===== src/rtl/pfdr_pkg.sv =====
// ----------------------------------------------------------------------------
// pfdr_pkg: shared definitions for the shadow framebuffer refresh block
// geometry constants, function codes, row state codes and interface types
// ----------------------------------------------------------------------------
package pfdr_pkg;

    localparam int ROW_COUNT     = 32;
    localparam int WORDS_PER_ROW = 10;
    localparam int WORD_BITS     = 16;
    localparam int COL_LIMIT     = WORDS_PER_ROW * 16;

    localparam int ROW_IDX_W  = (ROW_COUNT > 1) ? $clog2(ROW_COUNT) : 1;
    localparam int WORD_IDX_W = (WORDS_PER_ROW > 1) ? $clog2(WORDS_PER_ROW) : 1;

    // function codes
    localparam logic [1:0] FN_PIXEL  = 2'd0;
    localparam logic [1:0] FN_FLUSH  = 2'd1;
    localparam logic [1:0] FN_CLEAR  = 2'd2;
    localparam logic [1:0] FN_UNUSED = 2'd3;  // ignored by the block

    // per-row state: what a stored row really holds
    localparam logic [1:0] ROW_ZERO      = 2'd0;  // words zero, nothing dirty
    localparam logic [1:0] ROW_ALL_DIRTY = 2'd1;  // words zero, every word dirty
    localparam logic [1:0] ROW_LIVE      = 2'd2;  // memory contents are current

    localparam logic [7:0] ADDR_CMD = 8'h80;

    typedef logic [WORDS_PER_ROW-1:0][WORD_BITS-1:0] t_row_words;
    typedef logic [WORDS_PER_ROW-1:0]                t_row_dirty;

    typedef struct packed {
        logic                 rd_en;
        logic                 wr_en;
        logic                 clear_all;
        logic [ROW_IDX_W-1:0] row;
    } t_store_req;

endpackage


===== src/rtl/pfdr_word_unit.sv =====
// ----------------------------------------------------------------------------
// pfdr_word_unit: shared word select, pixel modify and dirty scan logic
// used by pixel writes (bit update) and row flushes (word pick, tail check)
// ----------------------------------------------------------------------------
module pfdr_word_unit
    import pfdr_pkg::*;
(
    input  t_row_words            i_words,
    input  t_row_dirty            i_dirty,
    input  logic [WORD_IDX_W-1:0] i_idx,
    input  logic [3:0]            i_bit,
    input  logic                  i_value,
    output logic [WORD_BITS-1:0]  o_sel_word,
    output logic                  o_sel_dirty,
    output logic                  o_rest_dirty,
    output logic                  o_changed,
    output t_row_words            o_new_words,
    output t_row_dirty            o_new_dirty
);

    logic [WORD_BITS-1:0] mask;
    logic [WORD_BITS-1:0] new_word;
    t_row_dirty           tail;

    always_comb begin
        o_sel_word  = i_words[i_idx];
        o_sel_dirty = i_dirty[i_idx];
        // pixel at col mod 16 lives at bit 15 minus that
        mask        = 16'h8000 >> i_bit;
        o_changed   = ((o_sel_word & mask) != '0) != i_value;
        new_word    = i_value ? (o_sel_word | mask) : (o_sel_word & ~mask);
        // any dirty word to the right of the current one
        tail         = (i_dirty >> i_idx) >> 1;
        o_rest_dirty = (tail != '0);

        o_new_words = i_words;
        o_new_dirty = i_dirty;
        for (int k = 0; k < WORDS_PER_ROW; k++) begin
            if (WORD_IDX_W'(k) == i_idx) begin
                o_new_words[k] = new_word;
                o_new_dirty[k] = i_dirty[k] | o_changed;
            end
        end
    end

endmodule


===== config.mk =====
export PLATFORM = sky130hd
export DESIGN_NAME = pfdr_word_unit
export DESIGN_NICKNAME = d
export VERILOG_FILES = /design/src/rtl/pfdr_pkg.sv /design/src/rtl/pfdr_word_unit.sv
export SDC_FILE = /design/constraint.sdc
export NUM_CORES = 1
export LEC_CHECK = 0
export ABC_AREA = 1
export BUFFER_PORTS_ARGS = -buffer_cell sky130_fd_sc_hd__buf_2
export CAP_MARGIN = 15
export CELL_PAD_IN_SITES_DETAIL_PLACEMENT = 0
export CELL_PAD_IN_SITES_GLOBAL_PLACEMENT = 1
export CORE_ASPECT_RATIO = 0.75
export CORE_MARGIN = 10
export CORE_UTILIZATION = 19
export DETAILED_ROUTE_END_ITERATION = 16
export PLACE_DENSITY = 0.79
export SYNTH_ARGS = -nofsm -noshare
export SYNTH_HDL_FRONTEND = slang
export SYNTH_SLANG_ARGS = --single-unit

===== constraint.sdc =====
create_clock -name vclk -period 1.4
set_input_delay 0.07 -clock vclk [all_inputs]
set_output_delay 0.07 -clock vclk [all_outputs]
set_load 0.005 [all_outputs]

---- Word-level counts from Yosys, hierarchy flattened ----
Cells that the tools add are included.
operators by class
  bitwise gates (word level) .............. 14
  mux-type cells .......................... 25
  reductions and logical operators ........ 3
  magnitude comparators ................... 1
  shift-type cells ........................ 2
  eq/ne operators ......................... 10
operator list
  kind                                                count
  2-to-1 mux 16 bit                                   12
  binary-select mux 16 bit (select 4 bit)             1
  bitwise AND 16 bit                                  2
  equality test 3 x 4 -> 1 bit, first input constant  4
  inverter 16 bit                                     1
  bitwise OR 16 bit                                   1
  nonzero test 16 bit                                 1
  right shift 16 x 4 -> 16 bit, first input constant  1
  2-to-1 mux 1 bit                                    11
  bitwise OR 1 bit                                    10
  nonzero test 10 bit                                 1
  right shift 10 x 4 -> 10 bit                        1
  equality test 2 x 4 -> 1 bit, first input constant  2
  equality test 4 bit, first input constant           2
  < comparator 4 x 5 -> 1 bit, second input constant  1
  binary-select mux 1 bit (select 4 bit)              1
  equality test 1 x 4 -> 1 bit, first input constant  1
  logical NOT 4 bit                                   1
  != test 1 bit                                       1
storage, ports and cells
  register bits after elaboration ......... 0
  input bits .............................. 179
  word-level logic and storage cells ...... 55

---- Longest topological paths before layout ----
Gate-level depths: netlist of run 1.
  word-level depth ........................ 7
  mapped depth ............................ 19
  depth with buffers taken out ............ 16

---- Least setup slack after synthesis of run 1 ----
OpenSTA, ideal clock, no wires.
  path kind ............................... input to output
  from .................................... in i_idx[1]
  to ...................................... out o_new_dirty[4]
  slack ................................... -0.201 ns
  arrival time ............................ 1.531 ns
  buffers on the path ..................... 3
  stages .................................. 18
  required time ........................... 1.330 ns
  path through ............................ buf_4 -> inv_4 -> nor2_2 -> buf_4 -> nand2_1 -> nand3_1 -> nand2_1 -> nand3_1 -> nand2_1 -> nand2_1 -> nor2_1 -> nand2_1 -> nor2_1 -> nand2_1 -> nand2_1 -> buf_4 -> nand2_1 -> nand2_1
on the way
  longest elaborated chain between the ends .. 7
  elaborated cells on any way between the ends .. 8
  those cells by class .................... eq/ne: 2; mux: 3; bitwise: 2; reduce/logical: 1
ends and longest elaborated chain
  element                                  RTL line              text
  start: declaration                       pfdr_word_unit.sv:10  input logic [WORD_IDX_W-1:0] i_idx,
  binary-select mux 16 bit (select 4 bit)  pfdr_word_unit.sv:26  o_sel_word = i_words[i_idx];
  2-to-1 mux 16 bit (implied by the code)  pfdr_word_unit.sv:26
  net o_sel_word[9]                        pfdr_word_unit.sv:13  output logic [WORD_BITS-1:0] o_sel_word,
  bitwise AND 16 bit                       pfdr_word_unit.sv:30  o_changed = ((o_sel_word & mask) != '0) != i_value;
  nonzero test 16 bit                      pfdr_word_unit.sv:30
  != test 1 bit                            pfdr_word_unit.sv:30
  net o_changed                            pfdr_word_unit.sv:16  output logic o_changed,
  bitwise OR 1 bit                         pfdr_word_unit.sv:41  o_new_dirty[k] = i_dirty[k] | o_changed;
  2-to-1 mux 1 bit                         pfdr_word_unit.sv:39  if (WORD_IDX_W'(k) == i_idx) begin
  end: declaration                         pfdr_word_unit.sv:18  output t_row_dirty o_new_dirty
The timed path passes the listed nets, and every way through them passes these cells. The select of a mux whose other input is x is not followed.

---- Worst setup path in the final report of run 1 ----
  from .................................... in i_idx[0]
  to ...................................... out o_new_dirty[6]
on the way
  longest elaborated chain between the ends .. 7
  elaborated cells on any way between the ends .. 8
  those cells by class .................... eq/ne: 2; mux: 3; bitwise: 2; reduce/logical: 1
ends and longest elaborated chain
  element                                  RTL line
  binary-select mux 16 bit (select 4 bit)  pfdr_word_unit.sv:26
  2-to-1 mux 16 bit (implied by the code)  pfdr_word_unit.sv:26
  bitwise AND 16 bit                       pfdr_word_unit.sv:30
  nonzero test 16 bit                      pfdr_word_unit.sv:30
  != test 1 bit                            pfdr_word_unit.sv:30
  bitwise OR 1 bit                         pfdr_word_unit.sv:41
  2-to-1 mux 1 bit (*)                     pfdr_word_unit.sv:39
Every way passes the cells marked *; elsewhere a longest branch is shown, timed or not. The select of a mux whose other input is x is not followed.

==> impl_metrics.env, run 1 <==
export IMPL_status="finished with violations"
export IMPL_failing_checks="negative setup slack"
export IMPL_synth_yosys_seq_area_share_pct=0
export IMPL_clockBufferCount=0
export IMPL_drt_antenna_violating_nets=0
export IMPL_number_of_antenna_violations_at_the_first_check_in_global_routing=1
export IMPL_crit_arrival_ns=1.96
export IMPL_critical_path_max_fanout=6
export IMPL_power_static_leakage_nw=5.08
export IMPL_vias_in_the_first_global_route=7834
export IMPL_floorplan_core_area_um2=20300
export IMPL_synth_xor_area_share_pct=0
export IMPL_final_layout_size_suffix_gt1_share_pct=55.7
export IMPL_total_negative_slack_ns=-65.49
export IMPL_fp_row_count=45
export IMPL_synthSimpleGateAreaFrac_pct=61.5
export IMPL_route_detailed_wl_per_inst_um=21.0
export IMPL_synth_largest_type_area_fraction_pct=50.0
export IMPL_grt_pass1_wl_um=47100
export IMPL_critical_path_class="input pin to primary output"
export IMPL_numPortBuffers=368
export IMPL_synth_cells=927
export IMPL_die_h_um=145
export IMPL_hp_class="input pin to primary output"
export IMPL_power_density_over_the_cells_nw_per_um2=372
export IMPL_crit_path_start_kind="input pin"
export IMPL_final_seq_area_um2=0
export IMPL_final_area_um2=8960
export IMPL_netlist_top_cell_by_area="sky130_fd_sc_hd__nand2_1"
export IMPL_period_share_pct=145
export IMPL_number_of_nets_at_the_end_of_the_flow=1605
export IMPL_gpl_final_weighted_congestion=0.981
export IMPL_crit_path_end_kind="primary output"
export IMPL_synthMostInstantiatedCell="sky130_fd_sc_hd__nand2_1"
export IMPL_cells_along_the_critical_path="buf_12 -> buf_12 -> buf_16 -> nand2_1 -> nand2_2 -> nand2_2 -> nand3_1 -> nand2_1 -> nand3_2 -> nand2_1 -> nand2_1 -> nor2_1 -> nand2_1 -> nor2_1 -> nand2_1 -> nand2_2 -> buf_6 -> nand2_2 -> nand2_2 -> buf_2"
export IMPL_detailed_place_area_um2=7170
export IMPL_timing_critical_path_max_delay_family="simple AND/OR/NAND/NOR gates"
export IMPL_synthAdderAreaFrac_pct=0
export IMPL_ys_warnings_count=0
export IMPL_syn_avg_cell_area_um2=4.25
export IMPL_die_width_um=186
export IMPL_place_worst_setup_slack_ns=-0.680
export IMPL_synth_area_um2=3940
export IMPL_area_enclosed_by_the_die_boundary_um2=27000
export IMPL_sequential_cells=0
export IMPL_postRouteWirelength_um=35800
export IMPL_avgViaCountPerCell=4.89
export IMPL_vdd_drop_max_mv=0.154
export IMPL_drt_pre_antenna_iters=5
export IMPL_grt_start_max_net_pins=34
export IMPL_finalCriticalPeriod_ns=2.03
export IMPL_crit_path_max_incr_delay_ns=0.16
export IMPL_post_synthesis_mux_area_share_pct=0
export IMPL_grt_ovfl_total=0
export IMPL_slowest_stage_cell_on_the_critical_path="sky130_fd_sc_hd__buf_6"
export IMPL_cts_hold_repair_buffers=0
export IMPL_grt_setup_unrepaired="true"
export IMPL_area_growth_syn_to_layout_pct=127
export IMPL_largest_family_of_logic_cells_by_synthesized_area="simple AND/OR/NAND/NOR gates"
export IMPL_vias=8339
export IMPL_dp_final_hpwl_um=26900
export IMPL_synth_compound_gate_area_share_pct=27.0
export IMPL_cp_buffers_inverters=5
export IMPL_final_setup_worst_slack_ns=-0.629
export IMPL_cap_viol_max_count=0
export IMPL_report_final_setup_viol=178
export IMPL_grt_use_total_pct=22.1
export IMPL_timing_worst_slew_pin_value_ns=0.358
export IMPL_maxSlewHeadroom_pct=76.0
export IMPL_synth_commonest_cells="525 x sky130_fd_sc_hd__nand2_1, 169 x sky130_fd_sc_hd__o21ai_0, 53 x sky130_fd_sc_hd__nor2_1, 35 x sky130_fd_sc_hd__nand3_1, 34 x sky130_fd_sc_hd__clkbuf_1"
export IMPL_first_iter_violations=647
export IMPL_max_freq_ghz=0.493
export IMPL_finalMaxSlewViolations=0
export IMPL_io_pin_count=368
export IMPL_start_util_pct=19.4
export IMPL_timing_critical_path_mode_cell="sky130_fd_sc_hd__nand2_1"
export IMPL_post_route_drc_count=0
export IMPL_yosys_cell_types_count=24
export IMPL_syn_nets=1106
export IMPL_required_ns=1.33
export IMPL_final_hold_vio_count=0
export IMPL_netlist_top_cells_area="sky130_fd_sc_hd__nand2_1 50%, sky130_fd_sc_hd__o21ai_0 21%, sky130_fd_sc_hd__nor2_1 5.0%"
## metrics by stage
stage               util [%]  power [mW]  cells  hold slack (ns)
floorplan                  -       0.980    927            0.219
global placement        35.3        2.54   1662            0.428
finish                  44.1        3.33   1707            0.428
detailed placement      35.3        2.54   1662            0.433
global route            44.1        3.57   1707            0.456
CTS                     38.0        2.83   1671            0.433
## repair_timing
action                     4_1_cts  5_1_grt
setup endpoints to repair      184      185
buffers inserted                 6       19
pin swaps                       37       56
gates cloned                     3       18
gates resized for setup        210      250
## layout by cell type, fill, tap and decap left out, types with 3 or more instances in the layout
cell type and n:
sky130_fd_sc_hd__o21ai_0 56, sky130_fd_sc_hd__o21ai_1 57, sky130_fd_sc_hd__nand2_2 89, sky130_fd_sc_hd__o21ai_4 11, sky130_fd_sc_hd__nand2_4 4, sky130_fd_sc_hd__buf_6 50
sky130_fd_sc_hd__buf_12 24, sky130_fd_sc_hd__inv_1 23, sky130_fd_sc_hd__o21ai_2 63, sky130_fd_sc_hd__buf_16 3, sky130_fd_sc_hd__nor2_4 15, sky130_fd_sc_hd__buf_4 103
sky130_fd_sc_hd__nand3_2 18, sky130_fd_sc_hd__buf_2 362, sky130_fd_sc_hd__inv_4 6, sky130_fd_sc_hd__nand2_1 433, sky130_fd_sc_hd__nor2_1 35, sky130_fd_sc_hd__clkbuf_16 11
sky130_fd_sc_hd__a21oi_2 12, sky130_fd_sc_hd__a21oi_1 3, sky130_fd_sc_hd__buf_8 3, sky130_fd_sc_hd__nor2_2 8, sky130_fd_sc_hd__nand3_1 16
## routing by layer
layer | vias up | routed length [um] | global-route usage (%)
li1 | 3970 | - | -
met1 | 3828 | 14400 | 26.4
met2 | 478 | 17500 | 40.5
met3 | 63 | 3000 | 4.28
met4 | 0 | 861 | 4.18
met5 | - | 0 | 0
## report_power, final
group	switching, mW	internal, mW	total [mW]
combinational	1.80	1.52	3.33
sequential	0	0	0
clock	0	0.0000000956	0.0000000956
## cell type report
type	count	area, um^2
tap	282	353
timing repair buffer	556	4030
antenna	1	2.50
fill	2282	11400
inverter	35	173
multi-input combinational	833	4400
## cells by family after synthesis
logic type             count (synthesis)
AOI/OAI and AO/OA                    210
buffers and inverters                 94
and+or+nand+nor                      623
## path summary, 6_finish.rpt
check / start / end / slack [ns] / cells past startpoint
worst max-delay path: i_idx[0] / o_new_dirty[6] / -0.63 / 20
worst min-delay path: i_words[40] / o_new_words[40] / 0.43 / 4
Note: power is estimated with default switching activity, not from simulation.
==> inputs of run 2 (changes only) <==
Settings changed: CORE_UTILIZATION 19 to 23, PLACE_DENSITY 0.79 to 0.9.
Clock period 1.4 ns to 2.44 ns, I/O delays scaled along.
==> run 2 against run 1 <==
  * The flow now finishes without violations
  * Final cell count down 12%
  * Non-clock buffer count down 140
  * Clock-buffer cell count unchanged
  * Critical path type unchanged
  * Die area down 15%
  * Critical path depth down 9
  * Total power down 61%
  * Via count down 10%
  * Sequential cell count unchanged
  * Largest cell class unchanged
  * Sequential share of layout area unchanged
  * First-iteration DRC count down 2.0%
  * Core utilization down 6.7 points
  * Global-route usage up 2.0 points
==> impl_metrics.env, run 2 (synthesis results as in run 1) <==
export IMPL_status="finished clean"
export IMPL_route_detailed_wl_per_inst_um=20.1
export IMPL_crit_path_start_kind="input pin"
export IMPL_finalMaxSlewViolations=0
export IMPL_sequential_cells=0
export IMPL_p_total_mw=1.30
export IMPL_final_area_um2=6280
export IMPL_cts_hold_repair_buffers=0
export IMPL_total_negative_slack_ns=0
export IMPL_mostFrequentLayoutCells="522 x sky130_fd_sc_hd__nand2_1, 367 x sky130_fd_sc_hd__buf_2, 169 x sky130_fd_sc_hd__o21ai_0"
export IMPL_dp_final_hpwl_um=25500
export IMPL_final_common_cell="sky130_fd_sc_hd__nand2_1"
export IMPL_period_share_pct=95.8
export IMPL_numPortBuffers=368
export IMPL_vias_in_the_first_global_route=7177
export IMPL_clkPwrFrac_pct=0
export IMPL_avgViaCountPerCell=4.97
export IMPL_drt_pre_antenna_iters=5
export IMPL_number_of_nets_at_the_end_of_the_flow=1468
export IMPL_finalCriticalPeriod_ns=2.34
export IMPL_number_of_antenna_violations_at_the_first_check_in_global_routing=2
export IMPL_die_h_um=133
export IMPL_cap_viol_max_count=0
export IMPL_grt_start_max_net_pins=34
export IMPL_floorplan_core_area_um2=16800
export IMPL_final_setup_worst_slack_ns=0.102
export IMPL_combinationalPowerShare_pct=100.0
export IMPL_crit_arrival_ns=2.22
export IMPL_final_hold_vio_count=0
export IMPL_grt_use_total_pct=24.1
export IMPL_area_growth_syn_to_layout_pct=59.4
export IMPL_post_route_drc_count=0
export IMPL_gpl_final_weighted_congestion=0.934
export IMPL_clockBufferCount=0
export IMPL_switching_share_of_power_pct=61.1
export IMPL_grt_pass1_wl_um=43200
export IMPL_hp_class="input pin to primary output"
export IMPL_maxSlewHeadroom_pct=30.8
export IMPL_crit_path_end_kind="primary output"
export IMPL_power_density_over_the_cells_nw_per_um2=207
export IMPL_vias=7466
export IMPL_grt_setup_unrepaired="true"
export IMPL_max_freq_ghz=0.428
export IMPL_postRouteWirelength_um=30200
export IMPL_fp_row_count=41
export IMPL_io_pin_count=368
export IMPL_start_util_pct=23.4
export IMPL_critical_path_class="input pin to primary output"
export IMPL_power_switching_mw=0.797
export IMPL_required_ns=2.32
export IMPL_area_enclosed_by_the_die_boundary_um2=22800
export IMPL_grt_ovfl_total=0
export IMPL_holdWs_ns=0.538
export IMPL_timing_worst_slew_pin_value_ns=1.03
export IMPL_place_worst_setup_slack_ns=-0.159
export IMPL_report_final_setup_viol=0
export IMPL_die_width_um=171
export IMPL_power_static_leakage_nw=3.87
export IMPL_share_seq_of_total_power_pct=0
export IMPL_first_iter_violations=634
export IMPL_cellInternalPower_mw=0.506
export IMPL_final_seq_area_um2=0
export IMPL_drt_antenna_violating_nets=0
export IMPL_final_layout_size_suffix_gt1_share_pct=35.2
export IMPL_critical_path_max_fanout=30
export IMPL_detailed_place_area_um2=6100
export IMPL_vdd_drop_max_mv=0.0925
run 2: changes by cell type in the layout (fill, tap and decap cells not counted), sizes merged:
cell      before  now
clkbuf        11    1
buf          545  415
clkinv         2    1
clkinvlp       1    2
nand2        528  529
inv           32   33
nor2          58   59
run 2: critical path: stages:
cell                       delay [ns]
sky130_fd_sc_hd__clkbuf_4        0.18
sky130_fd_sc_hd__buf_12          0.18
sky130_fd_sc_hd__nand2_2         0.12
sky130_fd_sc_hd__inv_4           0.09
sky130_fd_sc_hd__nand2_1         0.08
sky130_fd_sc_hd__nand3_1         0.07
sky130_fd_sc_hd__nand2_1         0.07
sky130_fd_sc_hd__nand3_1         0.09
sky130_fd_sc_hd__o21ai_1         0.81
sky130_fd_sc_hd__o21ai_0         0.20
sky130_fd_sc_hd__buf_2           0.18
run 2: power by group through the flow:
| stage | clock network (mW) | registers (mW) | logic, mW |
|---|---|---|---|
| 6_report | 0.0000000548 | 0 | 1.30 |
| 5_1_grt | 0.0000000548 | 0 | 1.44 |
| 4_1_cts | 0 | 0 | 1.27 |
| 3_5_place_dp | 0 | 0 | 1.26 |
| 3_3_place_gp | 0 | 0 | 1.26 |
| 2_1_floorplan | 0 | 0 | 0.554 |
run 2: final timing paths:
kind | start | endpoint | slack, ns | cells past startpoint
max | i_idx[0] | o_new_words[115] | 0.10 | 11
min | i_dirty[4] | o_new_dirty[4] | 0.54 | 4
run 2: through the flow:
stage	utilization, %	instances
5_1_grt	37.4	1503
2_1_floorplan	-	927
4_1_cts	36.3	1491
6_report	37.4	1503
3_5_place_dp	36.3	1491
3_3_place_gp	36.3	1491
run 2: final cells by class:
cell class                 instances  area [um^2]
inverter                          35          143
timing repair inverter             1         7.51
antenna                            1         2.50
timing repair buffer             416         2280
multi-input combinational        835         3580
fill                            2058        10500
tap                              215          269
run 2: routing by layer:
metal	share of wire (%)	GRT usage (%)	up-vias
met5	0	0	-
met4	1.6	3.08	0
met3	9.4	4.57	32
met2	49	44.9	387
met1	40	28.2	3369
li1	-	-	3678
run 2: repair_timing:
action	CTS	global route
cloned	0	3
pin swaps	1	2
setup endpoints to repair	23	57
resized for setup	3	22
setup buffers	0	8
==> inputs of run 3 (changes only) <==
Settings changed: SETUP_SLACK_MARGIN set to 0.15.
==> run 3 against run 2 <==
  * Sequential share of layout area is the same
  * Core utilization is 1.7 points higher
  * Critical endpoint is now o_new_dirty[2]
  * Highest routed layer unchanged
  * Via count increased by 0.87%
  * Routed wire length increased by 2.3%
  * Non-clock buffer count is 18 higher
  * Sequential cell count did not move
  * Final area up 4.6%
  * Global-route usage up 1.0 points
  * Largest cell class unchanged
  * Critical path depth rose by 6
  * Worst hold slack barely moved
  * First-iteration DRC count fell by 1.7%
  * Die area is the same
==> impl_metrics.env, run 3 (synthesis results as in run 1) <==
export IMPL_grt_start_max_net_pins=34
export IMPL_die_width_um=171
export IMPL_grt_pass1_wl_um=44700
export IMPL_dp_final_hpwl_um=25500
export IMPL_vias_in_the_first_global_route=7416
export IMPL_floorplan_core_area_um2=16800
export IMPL_crit_path_start_kind="input pin"
export IMPL_clockBufferCount=0
export IMPL_drt_pre_antenna_iters=5
export IMPL_nFillCells=2037
export IMPL_mostFrequentLayoutCells="518 x sky130_fd_sc_hd__nand2_1, 366 x sky130_fd_sc_hd__buf_2, 168 x sky130_fd_sc_hd__o21ai_0"
export IMPL_switching_share_of_power_pct=60.0
export IMPL_final_layout_size_suffix_gt1_share_pct=37.7
export IMPL_post_route_drc_count=0
export IMPL_area_growth_syn_to_layout_pct=66.7
export IMPL_finalMaxSlewViolations=0
export IMPL_start_util_pct=23.4
export IMPL_power_switching_mw=0.819
export IMPL_avgViaCountPerCell=4.95
export IMPL_die_h_um=133
export IMPL_maxSlewHeadroom_pct=52.4
export IMPL_timing_worst_slew_pin_value_ns=0.714
export IMPL_hp_class="input pin to primary output"
export IMPL_cap_viol_max_count=0
export IMPL_detailed_place_area_um2=6100
export IMPL_p_total_mw=1.36
export IMPL_holdWs_ns=0.539
export IMPL_cellInternalPower_mw=0.546
export IMPL_critical_path_max_fanout=8
export IMPL_vdd_drop_max_mv=0.101
export IMPL_power_static_leakage_nw=4.03
export IMPL_min_delay_start="i_words[110]"
export IMPL_fp_row_count=41
export IMPL_share_seq_of_total_power_pct=0
export IMPL_vias=7531
export IMPL_critPathCapture="o_new_dirty[2]"
export IMPL_clkPwrFrac_pct=0
export IMPL_route_detailed_wl_per_inst_um=20.3
export IMPL_final_area_um2=6570
export IMPL_final_seq_area_um2=0
export IMPL_gpl_final_weighted_congestion=0.934
export IMPL_power_density_over_the_cells_nw_per_um2=208
export IMPL_combinationalPowerShare_pct=100.0
export IMPL_final_hold_vio_count=0
export IMPL_number_of_nets_at_the_end_of_the_flow=1486
export IMPL_number_of_antenna_violations_at_the_first_check_in_global_routing=2
export IMPL_status="finished clean"
export IMPL_area_enclosed_by_the_die_boundary_um2=22800
export IMPL_total_negative_slack_ns=0
export IMPL_final_common_cell="sky130_fd_sc_hd__nand2_1"
export IMPL_crit_arrival_ns=2.08
export IMPL_io_pin_count=368
export IMPL_layout_core_utilization_pct=39.1
export IMPL_max_freq_ghz=0.454
export IMPL_grt_use_total_pct=25.1
export IMPL_grt_setup_unrepaired="true"
export IMPL_report_final_setup_viol=0
export IMPL_finalCriticalPeriod_ns=2.20
export IMPL_period_share_pct=90.3
export IMPL_sequential_cells=0
export IMPL_final_instance_count_excl_fill=1521
export IMPL_critical_path_class="input pin to primary output"
export IMPL_dpl_cell_count=1491
export IMPL_numPortBuffers=368
export IMPL_grt_ovfl_total=0
export IMPL_drt_antenna_violating_nets=0
export IMPL_postRouteWirelength_um=30900
export IMPL_timing_critical_path_from="i_idx[0]"
export IMPL_first_iter_violations=623
export IMPL_place_worst_setup_slack_ns=-0.159
export IMPL_final_setup_worst_slack_ns=0.236
export IMPL_multi_input_area_um2=3690
export IMPL_crit_path_end_kind="primary output"
export IMPL_required_ns=2.32
==> run 3: worst min-delay path by stage <==
stage          slack (ns)  cells past startpoint               end
6_report             0.54                      4  o_new_words[110]
5_1_grt              0.55                      4   o_new_words[22]
4_1_cts              0.54                      4    o_new_dirty[4]
3_5_place_dp         0.54                      4    o_new_dirty[4]
3_3_place_gp         0.54                      4   o_new_words[30]
2_1_floorplan        0.32                      2    o_new_dirty[4]
==> run 3: critical path: stages <==
cell	delay [ns]
sky130_fd_sc_hd__buf_6	0.13
sky130_fd_sc_hd__buf_12	0.14
sky130_fd_sc_hd__nand2_8	0.09
sky130_fd_sc_hd__nor2_4	0.04
sky130_fd_sc_hd__buf_6	0.13
sky130_fd_sc_hd__buf_4	0.14
sky130_fd_sc_hd__a21oi_1	0.16
sky130_fd_sc_hd__nand3_2	0.12
sky130_fd_sc_hd__nand2_1	0.08
sky130_fd_sc_hd__nand2_1	0.06
sky130_fd_sc_hd__nor2_2	0.12
sky130_fd_sc_hd__nand2_2	0.10
sky130_fd_sc_hd__o21ai_4	0.22
sky130_fd_sc_hd__nand2_4	0.12
sky130_fd_sc_hd__nand2_1	0.08
sky130_fd_sc_hd__nand2_1	0.07
sky130_fd_sc_hd__buf_2	0.14
==> run 3: area by class of cell <==
class                           instances  share of cell area, %
Inverter                               35                   2.25
Timing Repair Buffer                  434                   37.3
Tap cell                              215                   4.09
Timing Repair inverter                  1                  0.114
Multi-Input combinational cell        835                   56.2
Antenna cell                            1                 0.0381
==> run 3: power groups by stage <==
stage / logic (mW) / clock network [mW] / registers, mW
floorplan: 0.554 / 0 / 0
global placement: 1.26 / 0 / 0
detailed placement: 1.26 / 0 / 0
CTS: 1.34 / 0 / 0
global route: 1.50 / 0.0000000548 / 0
finish: 1.36 / 0.0000000548 / 0
==> run 3: layer usage <==
metal	track usage [%]	vias up	share of wire (%)
li1	-	3716	-
met1	29.7	3410	40
met2	45.7	373	49
met3	4.84	32	9.2
met4	4.77	0	2.1
met5	0	-	0
==> run 3: timing repair <==
action | 4_1_cts | 5_1_grt
pin swaps | 2 | 11
setup endpoints to repair | 82 | 43
hold buffers | 0 | 0
resized for setup | 27 | 32
buffers inserted | 21 | 4
cloned | 4 | 0
